--- src/design/lbp_pkg.sv ---
// ----------------------------------------------------------------------------
// LBP package
// Shared types, widths, register indexes and helpers for the 3x3 local
// binary pattern pixel stream block.
// ----------------------------------------------------------------------------
package lbp_pkg;

  localparam int PIX_W      = 8;
  localparam int LINE_W     = 2 * PIX_W;
  localparam int CODE_W     = 8;
  localparam int ROW_W      = 12;
  localparam int HEIGHT_W   = 13;
  localparam int OUT_COL_W  = 10;
  localparam int CFG_DATA_W = 13;
  localparam int CFG_IDX_W  = 1;
  localparam int WIDTH_CFG_W = 11;

  localparam int MIN_DIM      = 3;
  localparam int HEIGHT_MAX   = 4096;
  localparam int WIDTH_RESET  = 640;
  localparam int HEIGHT_RESET = 480;
  localparam int BORDER_PX    = 2;

  localparam logic [CFG_IDX_W-1:0] REG_WIDTH  = 1'b0;
  localparam logic [CFG_IDX_W-1:0] REG_HEIGHT = 1'b1;

  typedef struct packed {
    logic                 emit;
    logic                 frame_end;
    logic [ROW_W-1:0]     out_row;
    logic [OUT_COL_W-1:0] out_col;
  } pos_flags_t;

  function automatic logic [31:0] clamp_u(input logic [31:0] v,
                                          input logic [31:0] lo,
                                          input logic [31:0] hi);
    logic [31:0] r;
    r = v;
    if (r < lo) begin
      r = lo;
    end
    if (r > hi) begin
      r = hi;
    end
    return r;
  endfunction

endpackage

--- src/design/lbp_window.sv ---
// ----------------------------------------------------------------------------
// LBP window
// Keeps the two previous columns of the 3x3 neighborhood and forms the
// eight-bit pattern code against the center pixel.
// ----------------------------------------------------------------------------
module lbp_window (
  input  logic                        clk,
  input  logic                        rst,
  input  logic                        shift_en,
  input  logic [lbp_pkg::PIX_W-1:0]   top,
  input  logic [lbp_pkg::PIX_W-1:0]   mid,
  input  logic [lbp_pkg::PIX_W-1:0]   bot,
  output logic [lbp_pkg::CODE_W-1:0]  code
);

  logic [lbp_pkg::PIX_W-1:0] win [6];
  logic [lbp_pkg::PIX_W-1:0] nb  [8];

  always_ff @(posedge clk) begin
    if (rst) begin
      for (int i = 0; i < 6; i++) begin
        win[i] <= '0;
      end
    end else if (shift_en) begin
      win[0] <= win[3];
      win[1] <= win[4];
      win[2] <= win[5];
      win[3] <= top;
      win[4] <= mid;
      win[5] <= bot;
    end
  end

  // Neighbors run clockwise from the top-left; the center is the middle of
  // the previous column.
  always_comb begin
    nb[0] = win[0];
    nb[1] = win[3];
    nb[2] = top;
    nb[3] = mid;
    nb[4] = bot;
    nb[5] = win[5];
    nb[6] = win[2];
    nb[7] = win[1];
    for (int k = 0; k < 8; k++) begin
      code[k] = nb[k] > win[4];
    end
  end

endmodule

--- config.mk ---
export PLATFORM = sky130hd
export DESIGN_NAME = lbp_window
export DESIGN_NICKNAME = d
export VERILOG_FILES = /design/src/design/lbp_pkg.sv /design/src/design/lbp_window.sv
export SDC_FILE = /design/constraint.sdc
export NUM_CORES = 1
export LEC_CHECK = 0
export BUFFER_PORTS_ARGS = -buffer_cell sky130_fd_sc_hd__clkbuf_2
export CAP_MARGIN = 15
export CORE_MARGIN = 4
export CORE_UTILIZATION = 60
export DETAILED_ROUTE_END_ITERATION = 10
export MAX_ROUTING_LAYER = met4
export PLACE_DENSITY = 0.91
export RECOVER_POWER = 100
export SKIP_LAST_GASP = 1
export SYNTH_ARGS = -nofsm -noshare
export SYNTH_HDL_FRONTEND = slang
export SYNTH_SLANG_ARGS = --single-unit
export TNS_END_PERCENT = 30
--- constraint.sdc ---
create_clock -name clk -period 3.3 [get_ports clk]
set_clock_uncertainty 0.2 [all_clocks]
set_input_delay 0.165 -clock clk [delete_from_list [all_inputs] [get_ports clk]]
set_output_delay 0.165 -clock clk [all_outputs]
set_load 0.02 [all_outputs]
# Word-level counts from Yosys, hierarchy flattened
# Memories as Yosys holds them, arrays and structs flattened.
# Index checks and enable logic that the tools add are counted.
dict set report word_totals {
  wordCells 26
  reg_bits 0
  in_bits 27
  mem_bits_rw 48
  n_memories 1
}
dict set report classes {
  n_mux 11
  bitwise 6
  n_lt_le_gt_ge 8
}
# memory words word_bits rd rd_ports_with_merged_regs wr line_no
set memory_table {}
lappend memory_table {win 6 8 6 0 6 lbp_window.sv:16} ;# logic [lbp_pkg::PIX_W-1:0] win [6];
# operator count
set ops {}
lappend ops {{greater-than comparator 8 bit} 8}
lappend ops {{2-to-1 mux 8 bit} 6}
lappend ops {{bitwise OR 1 bit} 6}
lappend ops {{2-to-1 mux 1 bit} 5}

# Logic depth before layout (Yosys ltp)
dict set report depth {
  ltp_word 4
  depth_mapped 6
  depth_no_buf 6
}

# Worst setup path after synthesis
# No wires, ideal clock.
dict set report synth_timing {
  path_type {register -> output}
  startpoint {memory win[0][33] (netlist name)}
  endpoint {output port code[0] (netlist name)}
  path_buffers 0
  arrival_time_ns 1.374
  t_required_ns 2.935
  path_stages_with_launch 7
  slack_ns 1.561
  cell_sequence {edfxtp_1 > inv_1 > ha_1 > nor2b_1 > o211ai_1 > a21oi_1 > o22a_1}
}
# element line_no
set synth_lines {}
lappend synth_lines {{start, declared} lbp_window.sv:16}
lappend synth_lines {{end, declared} lbp_window.sv:13} ;# output logic [lbp_pkg::CODE_W-1:0] code

==> flow_summary_export.csv <==
group,metric,value,unit
hold_path,min_from,"mid[2]",
sta,post-route-period-util,78.3,%
floorplan,rows,26,
global_routing,first_global_vias,2420,
finish,utilization,72.0,%
pwr,p_leak,1.55,nW
sta,fmax,387,MHz
setup_path,path_max_fanout,8,
floorplan,fp.dieW,80.7,um
setup_path,r2r_start,"win[0][32]$_SDFFCE_PN0P_",
logic_synthesis,synthArstFlopShare,0,%
logic_synthesis,syn_area,3170,um2
logic_synthesis,yosysUniqueCellTypes,15,
clock_tree,cts_made_buffers,5,
placement,numPortBuffers,34,
hold_path,whs_endpoint,"win[0][34]$_SDFFCE_PN0P_",
clock_tree,cts_buffer_depth,2,
finish,n_antenna_cell,0,
setup_path,r2r_slack,2.02,ns
setup_path,crit_path_start_kind,"flop",
setup_path,cp_slowest_cell,"edfxtp_1",
floorplan,die_y,80.7,um
sta,slew_viol_final,98,
finish,drive_above_1_share,9.39,%
status,violations,"capacitance limit, slew limit",
global_routing,antenna_found_initial,0,
drt,drt_iter0_drc,131,
clock_tree,root_buffer,"clkbuf_8",
placement,dpl_worst_slack,1.20,ns
pwr,pwr-share-seq,51.3,%
setup_path,crit_type,"reg -> out",
sta,slew_headroom,-60.9,%
logic_synthesis,ys_seq_area_share,45.4,%
sta,setup_tns,0,ns
clock_tree,cts_max_level,2,
clock_tree,worstSkewPairLatency,0.30,ns
logic_synthesis,syn_avg_cell_area,11.8,um2
logic_synthesis,synth_edf_count,48,
drt,drc,0,
pwr,p_per_area,395,nW/um2
logic_synthesis,syn-num-nets,361,
drt,wirelength,6920,um
setup_path,cp.arrival,2.22,ns
drt,routed-via-count,2321,
drt,wl_per_cell,17.3,um
placement,place_hpwl,4250,um
global_routing,grt_pass1_wl,11100,um
drt,postRouteAntennaNets,0,
clock_tree,cts_tree,"built",
pwr,pwr-share-clk,22.3,%
finish,num-nets-final,420,
clock_tree,clkTransAtPathRegs,0.07,ns
drt,drt_pre_antenna_iters,4,
finish,largest_reg_flops,48,
setup_path,cp_num_buf_inv,2,
logic_synthesis,ys_ff_latch,48,
drt,viasPerCell,5.80,
setup_path,ff2ff_path_depth,1,
sta,fin_crit,2.58,ns
setup_path,r2r-end,"win[0][8]$_SDFFCE_PN0P_",
floorplan,ios,35,
placement,place_congestion,0.775,
sta,final_hold_viol_count,0,
setup_path,path_cells,"inv_1 > ha_1 > nor2b_1 > o211ai_1 > a21oi_1 > o22a_1 > clkbuf_1",
clock_tree,post-cts-setup-buffers,0,
global_routing,grt-ovfl-total,0,
sta,rsz0062_at_grt,"false",
logic_synthesis,synth_top_flop_cell,"edfxtp_1",
run,drv_cap,2,
setup_path,critical-path-top-delay-family,"compound AO/OA/AOI/OAI gates",
sta,hold_slack,0.0345,ns
finish,top_regs,"win: 48 flops",
pwr,comb_power_share,26.5,%
global_routing,track_usage,23.7,%
status,outcome,"finished, violations left",
placement,placed_area,3390,um2
floorplan,die_area,6520,um2
sta,finalSetupViolCount,0,
sta,tightest_slew,2.41,ns
finish,area_delta_synth_final,16.0,%
finish,largest_register,"win",
logic_synthesis,synthCells,270,
setup_path,worst_setup_path_end_kind,"output pin",
clock_tree,cts_resized,0,
hold_path,hold_path_class,"in -> reg",
clock_tree,hold_buffers,23,
sta,setup_slack,0.717,ns
setup_path,cpPeakStageDelay,0.40,ns
floorplan,initial_core_util,62.1,%
global_routing,grt_max_degree,49,
setup_path,critPathRequiredTime,2.93,ns
logic_synthesis,synth_warnings,0,
pwr,switchingPower,0.424,mW
pwr,switching_share,29.1,%
finish,design_area,3680,um2
clock_tree,clkSinkCount,48,
pwr,peakVddDrop,0.000294,V
pwr,internal_power,1.03,mW
floorplan,coreArea,5110,um2
hold_path,whs_path_depth,2,
[worst max path at each step]
stage                             start       to  cells after the start
3_3_place_gp   win[0][33]$_SDFFCE_PN0P_  code[7]                      7
4_1_cts        win[0][33]$_SDFFCE_PN0P_  code[7]                      7
3_5_place_dp   win[0][33]$_SDFFCE_PN0P_  code[7]                      7
5_1_grt        win[0][33]$_SDFFCE_PN0P_  code[5]                      7
6_report       win[0][33]$_SDFFCE_PN0P_  code[5]                      7
2_1_floorplan  win[0][33]$_SDFFCE_PN0P_  code[0]                      6
[stage by stage]
stage | std cells | power [mW]
global route | 400 | 1.53
finish | 400 | 1.45
global placement | 369 | 1.09
CTS | 400 | 1.44
floorplan | 270 | 1.00
detailed placement | 369 | 1.11
[cell families (layout without fill, tap and decap cells)]
family          Yosys count  after routing  share of synthesized area (%)
flops                    48             48                           45.4
simple gates             82             82                           15.8
compound gates           56             56                           10.4
buf+inv                  20             80                           3.15
fa+ha+maj                64             64                           25.2
[cell usage in the layout, fill, tap and decap left out]
cell type,count
a21oi_1,32
and2_0,38
and2_1,10
clkbuf_1,10
clkbuf_2,26
clkbuf_8,5
clkinv_1,1
dlygate4sd3_1,23
edfxtp_1,48
ha_1,64
inv_1,15
nand2_1,8
nand4_1,16
nor2b_1,9
o211ai_1,8
o21ai_0,8
o22a_1,8
or2_1,1
[cells in the mapped netlist, types with 2 or more instances]
cell type	n	area, um2
nand2_1	8	30.0
a21oi_1	32	160
edfxtp_1	48	1440
and2_1	48	300
clkbuf_2	2	10.0
ha_1	64	801
nor2b_1	8	50.1
o22a_1	8	70.1
buf_6	3	33.8
nand4_1	16	100
inv_1	15	56.3
o211ai_1	8	60.1
o21ai_0	8	40.0
[routing by layer]
| metal | share of wire (%) | up-vias | track usage, % | wire [um] |
|---|---|---|---|---|
| li1 | - | 1129 | - | - |
| met1 | 41 | 1085 | 26.5 | 2830 |
| met2 | 49 | 75 | 38.6 | 3400 |
| met3 | 5.5 | 32 | 5.27 | 378 |
| met4 | 4.4 | 0 | 14.9 | 306 |
| met5 | 0 | - | - | 0 |
[cell type report]
class                   instances  area [um2]
multi-input cells             202        1620
flip-flops and latches         48        1440
repair buffers                 57         390
inverters                      15        56.3
well taps                      70        87.6
fillers                       342        1430
clock inverters                 1        3.75
clock buffers                   7        76.3
[power groups by stage]
stage | Combinational (mW) | Sequential (mW) | Clock [mW]
2_1_floorplan | 0.256 | 0.747 | 0
3_3_place_gp | 0.335 | 0.755 | 0
3_5_place_dp | 0.354 | 0.757 | 0
4_1_cts | 0.378 | 0.743 | 0.323
5_1_grt | 0.430 | 0.750 | 0.350
6_report | 0.385 | 0.745 | 0.324
No activity file was read; power rests on OpenSTA's default activity.
