`src/design/lbp_pkg.sv`:
```
// ----------------------------------------------------------------------------
// LBP package
// Shared types, widths, register indexes and helpers for the 3x3 local
// binary pattern pixel stream block.
// ----------------------------------------------------------------------------
package lbp_pkg;

  localparam int PIX_W      = 8;
  localparam int LINE_W     = 2 * PIX_W;
  localparam int CODE_W     = 8;
  localparam int ROW_W      = 12;
  localparam int HEIGHT_W   = 13;
  localparam int OUT_COL_W  = 10;
  localparam int CFG_DATA_W = 13;
  localparam int CFG_IDX_W  = 1;
  localparam int WIDTH_CFG_W = 11;

  localparam int MIN_DIM      = 3;
  localparam int HEIGHT_MAX   = 4096;
  localparam int WIDTH_RESET  = 640;
  localparam int HEIGHT_RESET = 480;
  localparam int BORDER_PX    = 2;

  localparam logic [CFG_IDX_W-1:0] REG_WIDTH  = 1'b0;
  localparam logic [CFG_IDX_W-1:0] REG_HEIGHT = 1'b1;

  typedef struct packed {
    logic                 emit;
    logic                 frame_end;
    logic [ROW_W-1:0]     out_row;
    logic [OUT_COL_W-1:0] out_col;
  } pos_flags_t;

  function automatic logic [31:0] clamp_u(input logic [31:0] v,
                                          input logic [31:0] lo,
                                          input logic [31:0] hi);
    logic [31:0] r;
    r = v;
    if (r < lo) begin
      r = lo;
    end
    if (r > hi) begin
      r = hi;
    end
    return r;
  endfunction

endpackage

```
`src/design/lbp_pos_ctrl.sv`:
```
// ----------------------------------------------------------------------------
// LBP position control
// Holds the image size registers and the row and column counters, and
// works out the column address and output flags of each accepted pixel.
// ----------------------------------------------------------------------------
module lbp_pos_ctrl #(
  parameter int MAX_WIDTH = 1024
) (
  input  logic                                clk,
  input  logic                                rst,
  input  logic                                cfg_we,
  input  logic [lbp_pkg::CFG_IDX_W-1:0]       cfg_index,
  input  logic [lbp_pkg::CFG_DATA_W-1:0]      cfg_data,
  input  logic                                advance,
  input  logic                                frame_start,
  output logic [$clog2(MAX_WIDTH)-1:0]        col,
  output lbp_pkg::pos_flags_t                 flags
);

  localparam int CW = $clog2(MAX_WIDTH);
  localparam int WW = CW + 1;

  logic [WW-1:0]                eff_w;
  logic [lbp_pkg::HEIGHT_W-1:0] eff_h;
  logic [CW-1:0]                col_count;
  logic [lbp_pkg::ROW_W-1:0]    row_count;

  logic [CW-1:0]                col_next;
  logic [lbp_pkg::ROW_W-1:0]    row_next;
  logic [CW-1:0]                c0;
  logic [CW-1:0]                c1;
  logic [lbp_pkg::ROW_W-1:0]    r0;
  logic [lbp_pkg::ROW_W-1:0]    r1;
  logic [lbp_pkg::HEIGHT_W-1:0] r1x;
  logic                         wrap0;
  logic                         last_col;
  logic                         last_row;

  always_comb begin
    c0    = frame_start ? '0 : col_count;
    r0    = frame_start ? '0 : row_count;
    wrap0 = {1'b0, c0} >= eff_w;
    c1    = wrap0 ? '0 : c0;
    r1x   = wrap0 ? ({1'b0, r0} + lbp_pkg::HEIGHT_W'(1)) : {1'b0, r0};
    r1    = (r1x >= eff_h) ? '0 : r1x[lbp_pkg::ROW_W-1:0];

    last_col = {1'b0, c1} == (eff_w - WW'(1));
    last_row = {1'b0, r1} == (eff_h - lbp_pkg::HEIGHT_W'(1));

    flags.emit      = (r1 >= lbp_pkg::ROW_W'(lbp_pkg::BORDER_PX)) &&
                      (c1 >= CW'(lbp_pkg::BORDER_PX));
    flags.frame_end = last_row && last_col;
    flags.out_row   = r1 - lbp_pkg::ROW_W'(lbp_pkg::BORDER_PX);
    flags.out_col   = lbp_pkg::OUT_COL_W'(32'(c1) - 32'(lbp_pkg::BORDER_PX));
    col             = c1;

    col_next = last_col ? '0 : (c1 + CW'(1));
    if (last_col) begin
      row_next = last_row ? '0 : (r1 + lbp_pkg::ROW_W'(1));
    end else begin
      row_next = r1;
    end
  end

  always_ff @(posedge clk) begin
    if (rst) begin
      col_count <= '0;
      row_count <= '0;
    end else if (advance) begin
      col_count <= col_next;
      row_count <= row_next;
    end
  end

  always_ff @(posedge clk) begin
    if (rst) begin
      eff_w <= WW'(lbp_pkg::clamp_u(32'(lbp_pkg::WIDTH_RESET), 32'(lbp_pkg::MIN_DIM),
                                    32'(MAX_WIDTH)));
      eff_h <= lbp_pkg::HEIGHT_W'(lbp_pkg::HEIGHT_RESET);
    end else if (cfg_we) begin
      case (cfg_index)
        lbp_pkg::REG_WIDTH: begin
          eff_w <= WW'(lbp_pkg::clamp_u(32'(cfg_data[lbp_pkg::WIDTH_CFG_W-1:0]),
                                        32'(lbp_pkg::MIN_DIM), 32'(MAX_WIDTH)));
        end
        lbp_pkg::REG_HEIGHT: begin
          eff_h <= lbp_pkg::HEIGHT_W'(lbp_pkg::clamp_u(32'(cfg_data),
                                                       32'(lbp_pkg::MIN_DIM),
                                                       32'(lbp_pkg::HEIGHT_MAX)));
        end
        default: begin
        end
      endcase
    end
  end

endmodule

```
`config.mk`:
```
export PLATFORM = sky130hd
export DESIGN_NAME = lbp_pos_ctrl
export DESIGN_NICKNAME = d
export VERILOG_FILES = /design/src/design/lbp_pkg.sv /design/src/design/lbp_pos_ctrl.sv
export SDC_FILE = /design/constraint.sdc
export NUM_CORES = 1
export LEC_CHECK = 0
export BUFFER_PORTS_ARGS = -buffer_cell sky130_fd_sc_hd__buf_2
export CAP_MARGIN = 20
export CORE_ASPECT_RATIO = 0.7
export CORE_UTILIZATION = 55
export DETAILED_ROUTE_END_ITERATION = 10
export PLACE_DENSITY = 0.8
export SKIP_CTS_REPAIR_TIMING = 1
export SKIP_LAST_GASP = 1
export SLEW_MARGIN = 10
export SYNTH_ARGS = -nofsm -noshare
export SYNTH_HDL_FRONTEND = slang
export SYNTH_SLANG_ARGS = --single-unit
export TNS_END_PERCENT = 1
```
`constraint.sdc`:
```
create_clock -name clk -period 5.72 [get_ports clk]
set_input_delay 0.286 -clock clk [delete_from_list [all_inputs] [get_ports clk]]
set_output_delay 0.286 -clock clk [all_outputs]
set_load 0.01 [all_outputs]
```
======== Word-level counts from Yosys, hierarchy flattened ========
Cells that the tools add are included.
operators by class
  magnitude comparators ................... 8
  equal/unequal tests ..................... 2
  bitwise logic cells ..................... 1
  mux-type cells .......................... 18
  reduce and logical (&&, ||, !) cells .... 4
  $add $sub $neg .......................... 7
operators by type and width
  cell                                                                count
  two-way mux 32 bit                                                  6
  two-way mux 12 bit                                                  4
  two-way mux 13 bit                                                  3
  > comparator 32 x 11 -> 1 bit, second input constant                1
  > comparator 32 x 13 -> 1 bit, second input constant                1
  two-way mux 10 bit                                                  3
  two-way mux 11 bit                                                  2
  adder 12 x 1 -> 13 bit, second input constant                       1
  equality test 12 x 13 -> 1 bit                                      1
  greater-or-equal comparator 13 bit                                  1
  less-than comparator 13 x 2 -> 1 bit, second input constant         1
  subtractor 13 x 1 -> 13 bit, second input constant                  1
  adder 12 x 1 -> 12 bit, second input constant                       1
  greater-or-equal comparator 12 x 2 -> 1 bit, second input constant  1
  subtractor 12 x 2 -> 12 bit, second input constant                  1
  equality test 10 x 11 -> 1 bit                                      1
  greater-or-equal comparator 10 x 11 -> 1 bit                        1
  less-than comparator 11 x 2 -> 1 bit, second input constant         1
  subtractor 11 x 1 -> 11 bit, second input constant                  1
  adder 10 x 1 -> 10 bit, second input constant                       1
  greater-or-equal comparator 10 x 2 -> 1 bit, second input constant  1
  subtractor 10 x 2 -> 10 bit, second input constant                  1
  AND reduction 2 bit                                                 2
  logical AND 1 bit                                                   2
  inverter 1 bit                                                      1
word-level totals
  output and inout port bits .............. 34
  flip-flop bits (word level) ............. 46
  bits of input ports ..................... 19
  logic and storage cells ................. 44

======== Longest topological paths before layout ========
Gate-level depths: netlist of run 1.
  word-level depth ........................ 8
  gate-level depth with buffers ........... 26
  mapped depth without buffers ............ 23

======== Worst setup path after synthesis of run 1 ========
Ideal clock, no wire load.
  path type ............................... input to register
  from .................................... input port frame_start
  to ...................................... register row_count[7] (netlist bit)
  arrival time ............................ 5,425 ps
  buffers on the path ..................... 3
  data required time ...................... 5,603 ps
  setup slack ............................. 178 ps
  setup time .............................. 117 ps
  stages .................................. 26
  path through ............................ inv_1 -> clkbuf_1 -> nand2_1 -> inv_1 -> ha_1 -> nand2_1 -> o21ai_0 -> nand2_1 -> clkbuf_1 -> a2111oi_0 -> nor2_1 -> nor2_1 -> ha_1 -> nand4_1 -> nor4_1 -> a2111oi_0 -> and2_1 -> and2_0 -> clkbuf_1 -> ha_1 -> and3_1 -> o2111ai_1 -> nor4b_1 -> nand3_1 -> xor2_1 -> a32o_1
on the way
  longest elaborated chain between the ends .. 8
  elaborated cells on any way between the ends .. 13
  those cells by class .................... add/sub (2); order compare (2); eq/ne (2); mux (7)
RTL lines
  element                                                                                        line                                    text
  start: declaration                                                                             lbp_pos_ctrl.sv:15                      input logic frame_start,
  two-way mux 12 bit / two-way mux 10 bit (equally long branches)                                lbp_pos_ctrl.sv:41, lbp_pos_ctrl.sv:40
  adder 12 x 1 -> 13 bit / greater-or-equal comparator 10 x 11 -> 1 bit (equally long branches)  lbp_pos_ctrl.sv:44, lbp_pos_ctrl.sv:42
  two-way mux 13 bit                                                                             lbp_pos_ctrl.sv:44                      r1x = wrap0 ? ({1'b0, r0} + lbp_pkg::HEIGHT_W'(1)) : {1'b0, r0};
  greater-or-equal comparator 13 bit                                                             lbp_pos_ctrl.sv:45                      r1 = (r1x >= eff_h) ? '0 : r1x[lbp_pkg::ROW_W-1:0];
  two-way mux 12 bit                                                                             lbp_pos_ctrl.sv:45
  adder 12 x 1 -> 12 bit / equality test 12 x 13 -> 1 bit (equally long branches)                lbp_pos_ctrl.sv:59, lbp_pos_ctrl.sv:48
  two-way mux 12 bit                                                                             lbp_pos_ctrl.sv:59                      row_next = last_row ? '0 : (r1 + lbp_pkg::ROW_W'(1));
  two-way mux 12 bit *                                                                           lbp_pos_ctrl.sv:58                      if (last_col) begin
  end signal: assignment                                                                         lbp_pos_ctrl.sv:71                      row_count <= row_next;
  end: declaration                                                                               lbp_pos_ctrl.sv:26                      logic [lbp_pkg::ROW_W-1:0] row_count;
Mark *: on every way between the ends. The rest lies on a longest branch, timed or not.
A chain may end at the register's enable or synchronous reset.

======== Worst setup path after layout of run 1 ========
  from .................................... input port frame_start
  to ...................................... register row_count[1] (netlist bit)
Same word-level chain as after synthesis.

==> results of run 1 <==
[registers in the layout (all words and copies together) (netlist names)]
name / cells
row_count: 12
eff_h: 13
eff_w: 11
col_count: 10
[worst max-delay path, cell delays in order]
cell,delay [ns]
buf_2,0.11
inv_1,0.18
buf_4,0.25
nand2_1,0.09
ha_1,0.28
nor2b_1,0.04
o21ai_1,0.26
a31oi_2,0.22
a2111oi_1,0.53
buf_4,0.20
nor2_1,0.06
nor2_1,0.25
ha_1,0.19
nand4_1,0.15
nor4_2,0.30
a2111oi_2,0.08
buf_4,0.15
and3_2,0.23
buf_4,0.17
o211a_1,0.11
o311ai_1,0.45
a32oi_1,0.13
and4_2,0.33
buf_4,0.16
or3_1,0.31
a211oi_1,0.24
[logic make-up after synthesis]
kind of cell / synth area share
muxes: 0.0146
xor gates and xnor gates: 0.0946
DFF: 0.185
buffers and inverters: 0.0652
AOI/OAI and AO/OA: 0.240
and+or+nand+nor: 0.315
adders and majority gates: 0.0856
[cell usage in the layout, fill, tap and decap left out, types with 8 or more instances in the layout]
master	instances
xnor2_1	35
nand3_1	29
buf_4	55
a22oi_1	12
ha_1	34
inv_1	47
xor2_1	11
o31ai_1	8
nand2_1	63
and3_1	9
a21oi_1	47
nand4_1	18
o21ai_0	17
nor3_1	20
nor4_1	8
a211oi_1	9
dfxtp_1	45
nor2b_1	9
nor2_1	79
nor3b_1	9
or3_1	9
buf_2	52
and2_1	8
[per-stage QoR]
| step | hold WS [ns] | worst slack, ns | TNS (ns) | area, µm² | cells |
|---|---|---|---|---|---|
| 5_1_grt | 0.282 | -0.102 | -0.639 | 5900 | 893 |
| 6_report | 0.264 | 0.126 | 0 | 5900 | 893 |
| 3_3_place_gp | 0.450 | -0.450 | -2.60 | 5660 | 884 |
| 2_1_floorplan | 0.425 | 0.178 | 0 | 4970 | 690 |
| 3_5_place_dp | 0.457 | -0.287 | -1.36 | 5660 | 884 |
| 4_1_cts | 0.258 | -0.0560 | -0.107 | 5820 | 892 |
[metal layers]
| layer | up-vias | part of all wire |
|---|---|---|
| li1 | 2698 | - |
| met1 | 2730 | 0.45 |
| met2 | 435 | 0.39 |
| met3 | 32 | 0.15 |
| met4 | 0 | 0.015 |
| met5 | - | 0 |
[layout make-up]
cell class / count / area, µm² / area share
repair buffers: 108 / 684 / 0.116
inverters: 49 / 184 / 0.0312
multi-input cells: 562 / 3790 / 0.643
well taps: 120 / 150 / 0.0255
flip-flops and latches: 46 / 922 / 0.156
clock buffers: 8 / 166 / 0.0282
[where the power goes]
part | switching, mW | internal (mW) | total (mW)
combinational | 0.144 | 0.0938 | 0.238
clock | 0.121 | 0.198 | 0.319
sequential | 0.0174 | 0.331 | 0.348
[worst max path at each step]
stage          cells after the start  slack [ns]                  start                         to
2_1_floorplan                     26        0.18            frame_start  row_count[7]$_SDFFE_PP0P_
3_3_place_gp                      25       -0.45            frame_start  row_count[1]$_SDFFE_PP0P_
3_5_place_dp                      25       -0.29            frame_start  row_count[1]$_SDFFE_PP0P_
4_1_cts                           20       -0.06  eff_w[7]$_SDFFE_PP1P_                  flags[22]
5_1_grt                           22       -0.10  eff_w[8]$_SDFFE_PP0P_  row_count[5]$_SDFFE_PP0P_
6_report                          26        0.13            frame_start  row_count[1]$_SDFFE_PP0P_
==> summary.txt, run 1 <==
STA
  – Least-Margin Pin Slew: about 0.8 ns
  – Clock Skews: between 0.009 and 0.01 ns
  – RSZ-0062 raised after global routing: yes
  – Final setup fails: 0
  – Slew Viols, Final: 0
  – Highest Clock Rate: approximately 0.18 GHz
  – Crit share post-route: 0.978
  – Post-route minimum period: ~5.6 ns
  – Fin. Hold Viols: 0
  – Worst relative slew slack: 0.469

Critical path
  – R2R Setup Slk: 0.17 ns
  – R2R depth: 23
  – Worst Path Arrival: just under 6 ns
  – Critical Path RT: 5.92 ns
  – RR Endpoint: row_count[1]$_SDFFE_PP0P_
  – Worst r2r src: eff_w[8]$_SDFFE_PP0P_
  – Crit start category: input port
  – CP endpoint kind: register
  – Largest fanout on the critical path: 10
  – Kind of critical path: in -> reg

Routing
  – Routed wire per std cell: just over 20 µm
  – Antenna viol nets, final: 0
  – DRT Pass-1 Iters: 6
  – Vias: about 6000
  – First DRT Iteration DRCs: between 800 and 900
  – # DRC: 0
  – DRT Wirelength: 18100 µm
  – DR vias/cell: 6.60

Flow run
  – Max Cap Viol: 0

Power and ir drop
  – Overall Power: roughly 0.91 mW
  – PwrDens: about 150 nW/µm²
  – Lkg Pwr: between 2 and 3 nW
  – Peak supply drop: ~0.17 mV

Synthesis
  – Count leader, synth: nor2_1
  – Cell Area, Synth: 4970 µm²
  – Yosys warns: 0
  – Synth area leaders: dfxtp_1 (19%), ha_1 (8.6%), xnor2_1 (6.2%)
  – Register area share after synthesis: 0.185
  – Top cell type's share of synthesized area: 0.185
  – Cell accounting for the most synthesized area: dfxtp_1
  – Mapped Cells: between 600 and 700
  – Avg Cell Area, Syn: roughly 7 µm²
  – Seq cells post-synth: 46
  – Commonest cells in the netlist: nor2_1 (79), nand2_1 (63), a21oi_1 (48), inv_1 (47), dfxtp_1 (46)
  – Post-synth top flop: dfxtp_1
  – Post-synth EDFFs: 0
  – Net Count, Synth: about 740
  – Async SR Flop Fraction: 0
  – Synth cell types: 75

Global routing
  – Met2 usage: 0.566
  – Grt peak-use layer: met1
  – Number of global-route vias before repair: roughly 5200
  – Grt ovf: 0
  – Met3 usage: 0.116
  – Grt met1 use: 0.567
  – Tot GR Track Use: 0.393
  – First-pass GRT wire length: roughly 28000 µm
  – Initial antenna violation count: 0
  – Largest net degree at the start of global routing: 43

Run status
  – Outcome: finished clean

Layout
  – Area grow syn2layout: 18.6%
  – Diode count: 0
  – Final Util: 0.684
  – Nets@finish: between 800 and 900
  – Layout fillers: between 700 and 800
  – Layout cells sized above 1: 0.193

Min path
  – Hold path endpoint: eff_h[6]$_SDFFE_PP1P_
  – Min-delay src: cfg_data[6]
  – Hold Crit Depth: 2
  – HP Class: in -> reg

Floorplanning
  – I/O Pins: 53
  – Rows: 28
  – Die ar.: around 9400 µm²
  – Die Y: 81.6 µm
  – Initial core utilization: 0.577
  – Core Region: approximately 8600 µm²
  – Die W: 116 µm

Placed design
  – Port bufs: 52
  – Detail Placement HPWL: between 10000 and 15000 µm
  – Routability cong.: roughly 1.0

Clock tree
  – CTS tree: done
  – Max Root-Sink Buffers: 2
  – TritonCTS Buffers: 5
  – Later-pin clock latency in the skew report: 0.29 ns
  – # clock sinks: 46
  – CTS root buf: clkbuf_16
  – Register clock-pin slew on the reported worst setup and hold paths: 0.06 ns
  – H-tree Lvls: 2
(Power assumes the default switching activity.)
==> inputs of run 2 (changes only) <==
--- a/config.mk
+++ b/config.mk
@@ -8,9 +8,9 @@
 export BUFFER_PORTS_ARGS = -buffer_cell sky130_fd_sc_hd__buf_2
 export CAP_MARGIN = 20
 export CORE_ASPECT_RATIO = 0.7
-export CORE_UTILIZATION = 55
+export CORE_UTILIZATION = 61
 export DETAILED_ROUTE_END_ITERATION = 10
-export PLACE_DENSITY = 0.8
+export PLACE_DENSITY = 0.84
 export SKIP_CTS_REPAIR_TIMING = 1
 export SKIP_LAST_GASP = 1
 export SLEW_MARGIN = 10
==> constraint.sdc (replaced) <==
create_clock -name clk -period 5.86 [get_ports clk]
set_input_delay 0.293 -clock clk [delete_from_list [all_inputs] [get_ports clk]]
set_output_delay 0.293 -clock clk [all_outputs]
set_load 0.01 [all_outputs]
==> run 2 against run 1 <==
Net effect: final cell count is 3.9% lower; non-clock buffer count shrank 16; sequential power fell by 2%; critical endpoint is now flags[20]; largest power group unchanged.
==> summary.txt, run 2 (same netlist as run 1, synthesis figures left out) <==
Run status
  – Outcome: finished clean

Global routing
  – Tot GR Track Use: 0.404 (+0.0115)
  – Largest net degree at the start of global routing: 43 (unchanged)
  – First-pass GRT wire length: 26400 µm (-6.2%)
  – Number of global-route vias before repair: 5086 (-3.0%)
  – Initial antenna violation count: 0 (unchanged)
  – Grt ovf: 0 (unchanged)

Floorplanning
  – Core Region: 7870 µm² (-8.7%)
  – Rows: 27 (-3.6%)
  – Initial core utilization: 0.632 (+0.0548)
  – I/O Pins: 53 (unchanged)
  – Die W: 110 µm (-5.0%)
  – Die Y: 77.5 µm (-4.9%)
  – Die ar.: 8520 µm² (-9.6%)

Routing
  – DR vias/cell: 6.69 (+1.4%)
  – DRT Wirelength: 17300 µm (-4.7%)
  – Antenna viol nets, final: 0 (unchanged)
  – DRT Pass-1 Iters: 5 (-1)
  – Vias: 5741 (-2.6%)
  – Routed wire per std cell: 20.1 µm (-0.85%)
  – # DRC: 0 (unchanged)
  – First DRT Iteration DRCs: 886 (+6.0%)

Critical path
  – CP endpoint kind: output port
  – Kind of critical path: reg -> out
  – Largest fanout on the critical path: 13 (+3)
  – Crit start category: register
  – R2R Setup Slk: 0.32 ns (+0.15 ns)
  – Cell chain of the critical path: inv_1 > ha_1 > a211oi_2 > nor3_2 > buf_4 > a31o_2 > o2111a_1 > or2_2 > ha_1 > nand4_1 > nor4_2 > a2111oi_4 > and2_1 > buf_4 > o21ai_0 > nand3_1 > nor3b_2 > and2_1 > nand2_1 > xnor2_1 > buf_2
  – Worst r2r src: eff_w[4]$_SDFFE_PP0P_
  – Delay-heaviest family, CP: simple AND/OR/NAND/NOR gates
  – Critical Path RT: 5.57 ns (-0.35 ns)
  – Worst Path Arrival: 5.44 ns (-0.35 ns)
  – WP buf/inv: 4 (-3)
  – RR Endpoint: row_count[5]$_SDFFE_PP0P_
  – CP max stage cell: dfxtp_1
  – R2R depth: 21 (-8.7%)
  – Worst path max stage delay: 0.42 ns (-0.11 ns)

Power and ir drop
  – PwrDens: 154 nW/µm² (+0.43%)
  – Switching pwr: 0.274 mW (-3.0%)
  – Logic gate share of total power: 0.256 (-0.007)
  – Lkg Pwr: 2.47 nW (-3.0%)
  – Overall Power: 0.889 mW (-1.9%)
  – Sw Share: 0.309 (-0.00364)
  – Pint: 0.614 mW (-1.3%)
  – Reg power frac: 0.383 (-0.002)
  – Clk network pwr share: 0.361 (+0.009)
  – Peak supply drop: 0.176 mV (+2.9%)

Placed design
  – Routability cong.: 1.01 (-2.8%)
  – Setup slack after placement: -0.341 ns (-0.0540 ns)
  – Detail Placement HPWL: 13400 µm (-6.2%)
  – Port bufs: 52 (unchanged)

Layout
  – Layout cells sized above 1: 0.174 (-0.0184)
  – Diode count: 0 (unchanged)
  – Biggest register: eff_h
  – Multi-input gate area: 3810 µm² (+0.50%)
  – Largest regs: eff_h: 13 flops, row_count: 12 flops, eff_w: 11 flops
  – Most frequent cells in the layout: nor2_1 (78), nand2_1 (62), buf_2 (52)
  – Nets@finish: 809 (-1.9%)
  – Area grow syn2layout: 15.9%
  – Largest register FFs: 13 (unchanged)
  – FF+latch area: 921 µm² (-0.14%)
  – Commonest non-fill, non-tap cell in the layout: nor2_1
  – Layout fillers: 638 (-16%)

Clock tree
  – CTS tree: done
  – Later-pin clock latency in the skew report: 0.29 ns (about the same)
  – # clock sinks: 46 (unchanged)
  – CTS root buf: clkbuf_16
  – Register clock-pin slew on the reported worst setup and hold paths: 0.07 ns (about the same)
  – Max Root-Sink Buffers: 2 (unchanged)
  – H-tree Lvls: 2 (unchanged)
  – TritonCTS Buffers: 5 (unchanged)

STA
  – Highest Clock Rate: around 0.17 GHz
  – Fin. Hold Viols: 0 (unchanged)
  – Crit share post-route: 0.978
  – Final setup fails: 0 (unchanged)
  – Slew Viols, Final: 0 (unchanged)
  – Post-route minimum period: between 5 and 6 ns
  – Clock Skews: 0.00706 ns (-0.00285 ns)
  – RSZ-0062 raised after global routing: yes
  – Final worst setup slack: 0.130 ns (+0.00356 ns)
  – Least-Margin Pin Slew: 0.809 ns (+0.0129 ns)
  – Worst relative slew slack: 0.461 (-0.00857)

Min path
  – Min-delay src: cfg_data[6]
  – Hold Crit Depth: 2 (unchanged)
  – HP Class: in -> reg
  – Hold path endpoint: eff_h[6]$_SDFFE_PP1P_

Flow run
  – Max Cap Viol: 0 (unchanged)
## run 2: changes by cell type in the layout (fill, tap and decap cells not counted), moves of 2 or more
cell / change
buf_4: -15
clkbuf_8: -3
clkbuf_1: +2
o21ai_1: -2
## run 2: power by group through the flow
stage / clock network [mW] / registers (mW) / logic [mW]
after global placement: 0 / 0.345 / 0.210
final: 0.321 / 0.341 / 0.227
after CTS: 0.322 / 0.339 / 0.216
after detailed placement: 0 / 0.346 / 0.214
after global routing: 0.332 / 0.341 / 0.246
after floorplan: 0 / 0.339 / 0.151
## run 2: final cells by class
type                    count  area share
well taps                 101      0.0219
flip-flops and latches     46       0.160
inverters                  49      0.0319
repair buffers             92      0.0973
clock buffers               7      0.0230
clock inverters             1     0.00521
multi-input cells         562       0.661
## run 2: routing by layer
metal	part of all wire	global-route usage
met4	0.018	0.0880
met1	0.44	0.585
met5	0	0
met2	0.40	0.582
met3	0.14	0.120
## run 2: stage by stage
stage                      util  TNS, ns  area, µm²  instances  hold slack [ns]
final                     0.732        0       5760        858            0.277
after floorplan               -        0       4970        690            0.432
after global routing      0.732   -0.251       5760        858            0.268
after CTS                 0.721    -1.38       5670        857            0.272
after global placement    0.700   -0.675       5510        849            0.455
after detailed placement  0.700    -2.46       5510        849            0.458
## run 2: worst max-delay path by stage
stage                           from                   endpoint  cells after the start
6_report       eff_w[8]$_SDFFE_PP0P_                  flags[20]                     21
5_1_grt        eff_w[8]$_SDFFE_PP0P_                  flags[20]                     21
4_1_cts        eff_w[4]$_SDFFE_PP0P_                  flags[22]                     21
3_5_place_dp             frame_start  row_count[5]$_SDFFE_PP0P_                     24
3_3_place_gp             frame_start  row_count[7]$_SDFFE_PP0P_                     22
2_1_floorplan            frame_start  row_count[7]$_SDFFE_PP0P_                     26
==> inputs of run 3 (changes only) <==
--- a/config.mk
+++ b/config.mk
@@ -8,9 +8,9 @@
 export BUFFER_PORTS_ARGS = -buffer_cell sky130_fd_sc_hd__buf_2
 export CAP_MARGIN = 20
 export CORE_ASPECT_RATIO = 0.7
-export CORE_UTILIZATION = 61
+export CORE_UTILIZATION = 65
 export DETAILED_ROUTE_END_ITERATION = 10
-export PLACE_DENSITY = 0.84
+export PLACE_DENSITY = 0.89
 export SKIP_CTS_REPAIR_TIMING = 1
 export SKIP_LAST_GASP = 1
 export SLEW_MARGIN = 10
==> constraint.sdc (replaced) <==
create_clock -name clk -period 7.1 [get_ports clk]
set_input_delay 0.355 -clock clk [delete_from_list [all_inputs] [get_ports clk]]
set_output_delay 0.355 -clock clk [all_outputs]
set_load 0.01 [all_outputs]
==> run 3 against run 2 <==
Net effect: non-clock buffer count down 21; critical path depth up 3; clock power decreased by 48%; highest routed layer unchanged; clock-buffer cell count unchanged; die area decreased by 6.0%; via count fell by 0.89%; sequential power down 18%; design area fell by 5.3%; final cell count fell by 2.8%; global-route usage is 0.45 points lower.
==> summary.txt, run 3 (same netlist as run 1, synthesis figures left out) <==
Critical path
  – CP endpoint kind: output port
  – RR Endpoint: row_count[7]$_SDFFE_PP0P_
  – R2R depth: 24 (+14%)
  – R2R Setup Slk: 0.92 ns (+0.60 ns)
  – Crit start category: input port
  – Kind of critical path: in -> out
  – Worst Path Arrival: 6.25 ns (+0.81 ns)
  – Critical Path RT: 6.74 ns (+1.17 ns)
  – Largest fanout on the critical path: 16 (+3)
  – Worst r2r src: col_count[8]$_SDFFE_PP0P_

Layout
  – Area grow syn2layout: 9.71%
  – Biggest register: eff_h
  – Largest register FFs: 13 (unchanged)
  – Nets@finish: 788 (-2.6%)
  – Diode count: 0 (unchanged)
  – Commonest non-fill, non-tap cell in the layout: nor2_1
  – Largest regs: eff_h: 13 flops, row_count: 12 flops, eff_w: 11 flops
  – Layout cells sized above 1: 0.136 (-0.0385)
  – Layout fillers: 596 (-6.6%)
  – Most frequent cells in the layout: nor2_1 (79), nand2_1 (63), buf_2 (52)

Floorplanning
  – Core Region: 7350 µm² (-6.6%)
  – I/O Pins: 53 (unchanged)
  – Initial core utilization: 0.676 (+0.0446)
  – Die ar.: 8010 µm² (-6.0%)
  – Die W: 107 µm (-3.1%)
  – Die Y: 75.2 µm (-3.0%)
  – Rows: 26 (-3.7%)

Placed design
  – Detail Placement HPWL: 12800 µm (-4.4%)
  – Routability cong.: 0.991 (-1.7%)
  – Port bufs: 52 (unchanged)

Power and ir drop
  – Logic gate share of total power: 0.285 (+0.029)
  – Peak supply drop: 0.142 mV (-20%)
  – Sw Share: 0.339 (+0.0298)
  – Overall Power: 0.627 mW (-29%)
  – Reg power frac: 0.447 (+0.064)
  – Lkg Pwr: 2.32 nW (-6.0%)
  – Clk network pwr share: 0.268 (-0.093)
  – PwrDens: 115 nW/µm² (-25%)
  – Switching pwr: 0.212 mW (-23%)
  – Pint: 0.415 mW (-32%)

Global routing
  – Number of global-route vias before repair: 4858 (-4.5%)
  – First-pass GRT wire length: 24900 µm (-5.9%)
  – Grt ovf: 0 (unchanged)
  – Initial antenna violation count: 0 (unchanged)
  – Largest net degree at the start of global routing: 43 (unchanged)
  – Tot GR Track Use: 0.400 (-0.00452)

Clock tree
  – CTS root buf: clkbuf_8
  – # clock sinks: 46 (unchanged)
  – Register clock-pin slew on the reported worst setup and hold paths: 0.08 ns (about the same)
  – Later-pin clock latency in the skew report: 0.31 ns (+0.02 ns)
  – CTS tree: done
  – H-tree Lvls: 2 (unchanged)
  – TritonCTS Buffers: 5 (unchanged)
  – Max Root-Sink Buffers: 2 (unchanged)

Routing
  – Vias: 5690 (-0.89%)
  – Antenna viol nets, final: 0 (unchanged)
  – Routed wire per std cell: 19.3 µm (-3.9%)
  – First DRT Iteration DRCs: 863 (-2.6%)
  – DRT Pass-1 Iters: 6 (+1)
  – # DRC: 0 (unchanged)
  – DRT Wirelength: 16100 µm (-6.6%)
  – DR vias/cell: 6.82 (+2.0%)

STA
  – Worst relative slew slack: 0.481 (+0.0203)
  – Post-route minimum period: between 6 and 7 ns
  – Final setup fails: 0 (unchanged)
  – Setup TNS: 0 ns (unchanged)
  – RSZ-0062 raised after global routing: no
  – Least-Margin Pin Slew: 0.779 ns (-0.0305 ns)
  – Slew Viols, Final: 0 (unchanged)
  – Crit share post-route: 0.931
  – Fin. Hold Viols: 0 (unchanged)
  – Clock Skews: 0.00479 ns (-0.00227 ns)
  – Highest Clock Rate: approximately 0.15 GHz

Min path
  – Hold path endpoint: eff_h[7]$_SDFFE_PP1P_
  – Hold Crit Depth: 2 (unchanged)
  – Min-delay src: cfg_data[7]
  – HP Class: in -> reg

Run status
  – Outcome: finished clean

Flow run
  – Max Cap Viol: 0 (unchanged)
run 3: worst max path at each step:
stage,slack (ns),end,start
after CTS,0.54,flags[22],frame_start
after global placement,0.85,row_count[7]$_SDFFE_PP0P_,frame_start
final,0.49,flags[22],frame_start
after detailed placement,0.47,row_count[7]$_SDFFE_PP0P_,frame_start
after floorplan,1.49,row_count[7]$_SDFFE_PP0P_,frame_start
after global routing,0.15,flags[22],frame_start
run 3: through the flow:
stage / hold slack, ns / cells / area (µm²) / util / worst slack, ns
6_report: 0.322 / 834 / 5460 / 0.742 / 0.491
3_5_place_dp: 0.457 / 826 / 5360 / 0.729 / 0.474
3_3_place_gp: 0.448 / 826 / 5360 / 0.729 / 0.850
2_1_floorplan: 0.436 / 690 / 4970 / - / 1.49
5_1_grt: 0.321 / 834 / 5460 / 0.742 / 0.150
4_1_cts: 0.310 / 834 / 5450 / 0.741 / 0.544
run 3: layout make-up:
type                       instances  area (µm²)  share of cell area
clock inverter                     1        5.00            0.000917
clock buffer                       7        86.3              0.0158
inverter                          49         184              0.0337
tap                               98         123              0.0225
multi-input combinational        562        3730               0.684
sequential                        46         921               0.169
timing repair buffer              71         403              0.0739
run 3: power by group through the flow:
stage               logic (mW)  registers, mW  clock network, mW
CTS                      0.174          0.280              0.171
floorplan                0.125          0.280                  0
finish                   0.179          0.281              0.168
global placement         0.168          0.285                  0
global route             0.194          0.282              0.182
detailed placement       0.172          0.286                  0
run 3: critical path, cell delays in order:
cell,delay [ns]
buf_2,0.10
inv_1,0.37
nand2_1,0.22
inv_1,0.17
ha_1,0.29
a211oi_1,0.26
nor3_1,0.18
a31oi_2,0.66
a211oi_1,0.27
or2_2,0.37
and2_1,0.18
ha_1,0.30
nand4_1,0.14
nor4_1,0.06
a2111oi_0,0.47
buf_4,0.20
and3_1,0.26
buf_4,0.18
o21a_1,0.23
nand4b_1,0.17
a32oi_1,0.24
nand3_1,0.10
nor4b_1,0.29
buf_2,0.18
run 3: per-layer routing:
metal	up-vias	global-route usage	wire length, µm
li1	2633	-	-
met1	2612	0.563	7000
met2	399	0.629	6750
met3	46	0.0952	2070
met4	0	0.0761	312
met5	-	0	0
